**src/hdl/alist_pkg.sv**
```systemverilog
// ============================================================================
// alist_pkg: shared types and constants for the array list engine
// Field widths, operation codes, cell control struct and read tree shape.
// ============================================================================
package alist_pkg;

    localparam int unsigned CAPACITY_DEFAULT = 128;
    localparam int unsigned DATA_W           = 32;
    localparam int unsigned POS_W            = 7;
    localparam int unsigned COUNT_W          = 8;
    localparam int unsigned OP_W             = 3;

    // read tree: fan-in per level and registered levels (covers 16**3 cells)
    localparam int unsigned TREE_GROUP = 16;
    localparam int unsigned TREE_LAT   = 3;

    typedef enum logic [OP_W-1:0] {
        OP_APPEND    = 3'd0,
        OP_OVERWRITE = 3'd1,
        OP_DROP      = 3'd2,
        OP_REMOVE    = 3'd3,
        OP_READ      = 3'd4,
        OP_SWAP      = 3'd5
    } alist_op_t;

    typedef struct packed {
        logic shift;
        logic wr_a;
        logic wr_b;
    } alist_ctl_t;

endpackage

```
**src/hdl/alist_cell.sv**
```systemverilog
// ============================================================================
// alist_cell: one list element
// Holds one word; on a shift at or below its index takes its upper neighbor's
// word, else a write to its index. Drives its word onto two masked read taps.
// ============================================================================
module alist_cell #(
    parameter int unsigned IDX_W = 7,
    parameter int unsigned INDEX = 0
) (
    input  logic                          clk,
    input  alist_pkg::alist_ctl_t         ctl,
    input  logic [IDX_W-1:0]              pos_a,
    input  logic [IDX_W-1:0]              pos_b,
    input  logic [alist_pkg::DATA_W-1:0]  wdata_a,
    input  logic [alist_pkg::DATA_W-1:0]  wdata_b,
    input  logic [alist_pkg::DATA_W-1:0]  upper_data,
    output logic [alist_pkg::DATA_W-1:0]  data,
    output logic [alist_pkg::DATA_W-1:0]  rd_a,
    output logic [alist_pkg::DATA_W-1:0]  rd_b
);
    import alist_pkg::*;

    localparam logic [IDX_W-1:0] MY_IDX = IDX_W'(INDEX);

    logic [DATA_W-1:0] data_reg;
    logic [DATA_W-1:0] data_next;

    always_comb
    begin
        data_next = data_reg;
        if (ctl.shift && (MY_IDX >= pos_a))
        begin
            data_next = upper_data;
        end
        else if (ctl.wr_a && (MY_IDX == pos_a))
        begin
            data_next = wdata_a;
        end
        else if (ctl.wr_b && (MY_IDX == pos_b))
        begin
            data_next = wdata_b;
        end
    end

    always_ff @(posedge clk)
    begin
        data_reg <= data_next;
    end

    assign data = data_reg;
    assign rd_a = (MY_IDX == pos_a) ? data_reg : '0;
    assign rd_b = (MY_IDX == pos_b) ? data_reg : '0;

endmodule

```
**config.mk**
```make
export PLATFORM = sky130hd
export DESIGN_NAME = alist_cell
export DESIGN_NICKNAME = d
export VERILOG_FILES = /design/src/hdl/alist_pkg.sv /design/src/hdl/alist_cell.sv
export SDC_FILE = /design/constraint.sdc
export NUM_CORES = 1
export LEC_CHECK = 0
export ABC_AREA = 1
export BUFFER_PORTS_ARGS = -buffer_cell sky130_fd_sc_hd__buf_2
export CORE_UTILIZATION = 26
export CTS_CLUSTER_SIZE = 10
export DETAILED_ROUTE_END_ITERATION = 8
export HOLD_SLACK_MARGIN = 0.03
export MAX_ROUTING_LAYER = met4
export RECOVER_POWER = 100
export SLEW_MARGIN = 0
export SYNTH_ARGS = -nofsm -noshare
export SYNTH_HDL_FRONTEND = slang
export SYNTH_SLANG_ARGS = --single-unit
```
**constraint.sdc**
```tcl
create_clock -name clk -period 2.64 [get_ports clk]
set_input_delay 0.396 -clock clk [delete_from_list [all_inputs] [get_ports clk]]
set_output_delay 0.396 -clock clk [all_outputs]
set_load 0.03 [all_outputs]
```
==> run_summary.xml <==
<?xml version="1.0" encoding="UTF-8"?>
<metrics>
  <group name="outcome">
    <metric name="outcome" unit="">completed</metric>
  </group>
  <group name="yosys">
    <metric name="synth_edf_count" unit="">32</metric>
    <metric name="mean_post_synth_cell_area" unit="um^2">6.22</metric>
    <metric name="post_synth_inst_count" unit="">409</metric>
    <metric name="synth_area_leader_cell" unit="">edfxtp_1</metric>
    <metric name="synthMostInstantiatedCell" unit="">inv_1</metric>
    <metric name="netlist_top_cells_area" unit="">edfxtp_1, nand3_1, inv_1</metric>
    <metric name="synth.top_cell.area_share" unit="%">37.8</metric>
    <metric name="ys.warnings.count" unit="">0</metric>
    <metric name="synthesis.area" unit="um^2">2540</metric>
    <metric name="ys.flop_type" unit="">edfxtp_1</metric>
    <metric name="yosys.cell_types.count" unit="">11</metric>
    <metric name="synth.net_count" unit="">523</metric>
    <metric name="synth.ff_latch_count" unit="">32</metric>
    <metric name="post_synth_most_frequent_cells" unit="">inv_1, nand3_1, nand2_1, nor2_1, edfxtp_1</metric>
    <metric name="synth_sequential_area_ratio" unit="%">37.8</metric>
    <metric name="async_reset_ff_share" unit="%">0</metric>
  </group>
  <group name="cells_and_area">
    <metric name="multi_input_area" unit="um^2">1050</metric>
    <metric name="largest_reg_flops" unit="">32</metric>
    <metric name="final.fill_count" unit="">1088</metric>
    <metric name="nets" unit="">717</metric>
    <metric name="drive_gt1_share" unit="%">21.1</metric>
    <metric name="layout.area.seq" unit="um^2">961</metric>
    <metric name="flow.area_growth_from_synthesis" unit="%">42.3</metric>
    <metric name="antennaDiodeCount" unit="">0</metric>
  </group>
  <group name="floorplan">
    <metric name="die_width" unit="um">101</metric>
    <metric name="core_region_area" unit="um^2">9370</metric>
    <metric name="chipHeight" unit="um">101</metric>
    <metric name="placementRows" unit="">35</metric>
    <metric name="ios" unit="">210</metric>
    <metric name="die_area" unit="um^2">10200</metric>
    <metric name="start_util" unit="%">27.1</metric>
  </group>
  <group name="grt">
    <metric name="global_route_usage_over_all_layers" unit="%">16.8</metric>
    <metric name="grt_max_degree" unit="">59</metric>
    <metric name="via_count_of_the_first_global_routing_pass" unit="">2740</metric>
    <metric name="grt_pass1_wl" unit="um">12900</metric>
    <metric name="overflow" unit="">0</metric>
    <metric name="grt_antenna_before_repair" unit="">0</metric>
  </group>
  <group name="clocking">
    <metric name="numClockSinks" unit="">32</metric>
    <metric name="numCtsBuffers" unit="">5</metric>
    <metric name="cts_setup_buffers" unit="">0</metric>
    <metric name="ctsResizeCount" unit="">0</metric>
    <metric name="cts_htree_levels" unit="">2</metric>
    <metric name="tritoncts" unit="">done</metric>
    <metric name="clock_tree.root_cell" unit="">clkbuf_8</metric>
    <metric name="cts_max_path_buffers" unit="">2</metric>
    <metric name="cts-hold-fix-buffers" unit="">0</metric>
    <metric name="clkSlewWorstSetupHoldPaths" unit="ps">70</metric>
  </group>
  <group name="detailed_routing">
    <metric name="drtAntennaViolNets" unit="">0</metric>
    <metric name="wl_per_cell" unit="um">11.9</metric>
    <metric name="route.vias.total" unit="">3130</metric>
    <metric name="detail_route.iter0.violations" unit="">77</metric>
    <metric name="detailedRoute.firstPassIterationCount" unit="">5</metric>
    <metric name="route.detailed.vias_per_inst" unit="">4.28</metric>
    <metric name="route.final.wire_length" unit="um">8690</metric>
    <metric name="drcViolationCount" unit="">0</metric>
  </group>
  <group name="pwr">
    <metric name="power.share.combinational" unit="%">17.8</metric>
    <metric name="power.density" unit="nW/um^2">310</metric>
    <metric name="internal_power" unit="mW">0.836</metric>
    <metric name="switchingPower" unit="mW">0.287</metric>
    <metric name="cellLeakagePower" unit="nW">2.04</metric>
    <metric name="share_clk_of_total_power" unit="%">31.5</metric>
    <metric name="sequentialPowerShare" unit="%">50.6</metric>
    <metric name="power" unit="mW">1.12</metric>
    <metric name="power_switching_share" unit="%">25.6</metric>
    <metric name="power.ir.vdd_worst" unit="mV">0.172</metric>
  </group>
  <group name="sta">
    <metric name="setup_violations" unit="">0</metric>
    <metric name="timing.final.crit_period" unit="ps">2200</metric>
    <metric name="max-slew-margin-rel" unit="%">30.1</metric>
    <metric name="worst_pin_slew" unit="ps">1050</metric>
    <metric name="finalHoldViolCount" unit="">0</metric>
    <metric name="timing.final.max_slew_violations" unit="">0</metric>
    <metric name="setup-tns-final" unit="ps">0</metric>
    <metric name="achievable_freq" unit="GHz">0.455</metric>
    <metric name="final.period_utilization" unit="%">83.3</metric>
    <metric name="grt_setup_unrepaired" unit="">false</metric>
  </group>
  <group name="worst_hold_path">
    <metric name="path_class_of_the_lowest_slack_min_delay_path" unit="">in -&gt; reg</metric>
    <metric name="timing.hold.worst_path_depth" unit="">3</metric>
  </group>
  <group name="placed_design">
    <metric name="port_buffers" unit="">209</metric>
    <metric name="hpwl" unit="um">6430</metric>
    <metric name="gp_congestion" unit="">0.811</metric>
  </group>
  <group name="worst_setup_path">
    <metric name="worst-endpoint-required" unit="ps">2240</metric>
    <metric name="worst_setup_path_start_kind" unit="">input pin</metric>
    <metric name="setup.worst_path.end_class" unit="">primary output</metric>
    <metric name="worst-setup-path-type" unit="">in -&gt; out</metric>
    <metric name="crit_fanout" unit="">32</metric>
    <metric name="critPathArrivalTime" unit="ps">1800</metric>
  </group>
  <group name="run">
    <metric name="cap_viol_max_count" unit="">0</metric>
  </group>
</metrics>
## per-stage QoR
stage	util, %	instance area [um^2]	worst slack, ps	hold WS (ps)	cells
2_1_floorplan	-	2540	437	613	409
3_3_place_gp	39.1	3670	561	704	725
3_5_place_dp	39.1	3670	501	708	725
4_1_cts	40.0	3740	499	414	732
5_1_grt	38.6	3620	200	423	732
6_report	38.6	3620	442	420	732
## power by group through the flow
stage / logic, mW / clock network (mW) / registers [mW]
after floorplan: 0.0840 / 0 / 0.590
after global placement: 0.200 / 0 / 0.579
after detailed placement: 0.203 / 0 / 0.579
after CTS: 0.204 / 0.370 / 0.568
after global routing: 0.226 / 0.385 / 0.569
final: 0.200 / 0.354 / 0.569
## routing by layer
metal  wire length [um]  vias up  track usage [%]
li1                   -     1614                -
met1               3790     1386             19.9
met2               4330      124             29.4
met3                485        6             2.29
met4                 89        0             5.02
met5                  0        -                -
## cells in the final DEF, fill, tap and decap left out
master,netlist,final
buf_2,10,113
inv_1,104,104
nand3_1,98,98
clkbuf_1,11,96
nand2_1,73,73
nor2_1,73,73
edfxtp_1,32,32
clkbuf_8,0,5
buf_4,4,3
clkbuf_2,0,2
nor2_4,0,1
inv_2,1,1
clkinv_2,0,1
buf_12,0,1
## critical path, cell delays in order
cell and delay (ps):
buf_2 100, nor2_1 90, nand2_1 50, nor2_1 120, inv_1 440, nor2_1 240, clkbuf_1 340
## final cells by class
cell class	count	area share, %
timing repair buffer	214	26.9
clock buffer	6	2.01
clock inverter	1	0.138
inverter	105	10.9
tap	129	4.46
sequential	32	26.6
multi-input combinational	245	29.0
## logic make-up after synthesis
| family | share of synthesized area (%) |
|---|---|
| flops | 37.8 |
| simple gates | 41.1 |
| buf+inv | 21.2 |
## worst paths after layout
check	startpoint	end	slack, ps
max	pos_b[0]	rd_b[15]	440
min	upper_data[31]	data[31]$_DFFE_PP_	420
Power figures use the tool's default switching activity.
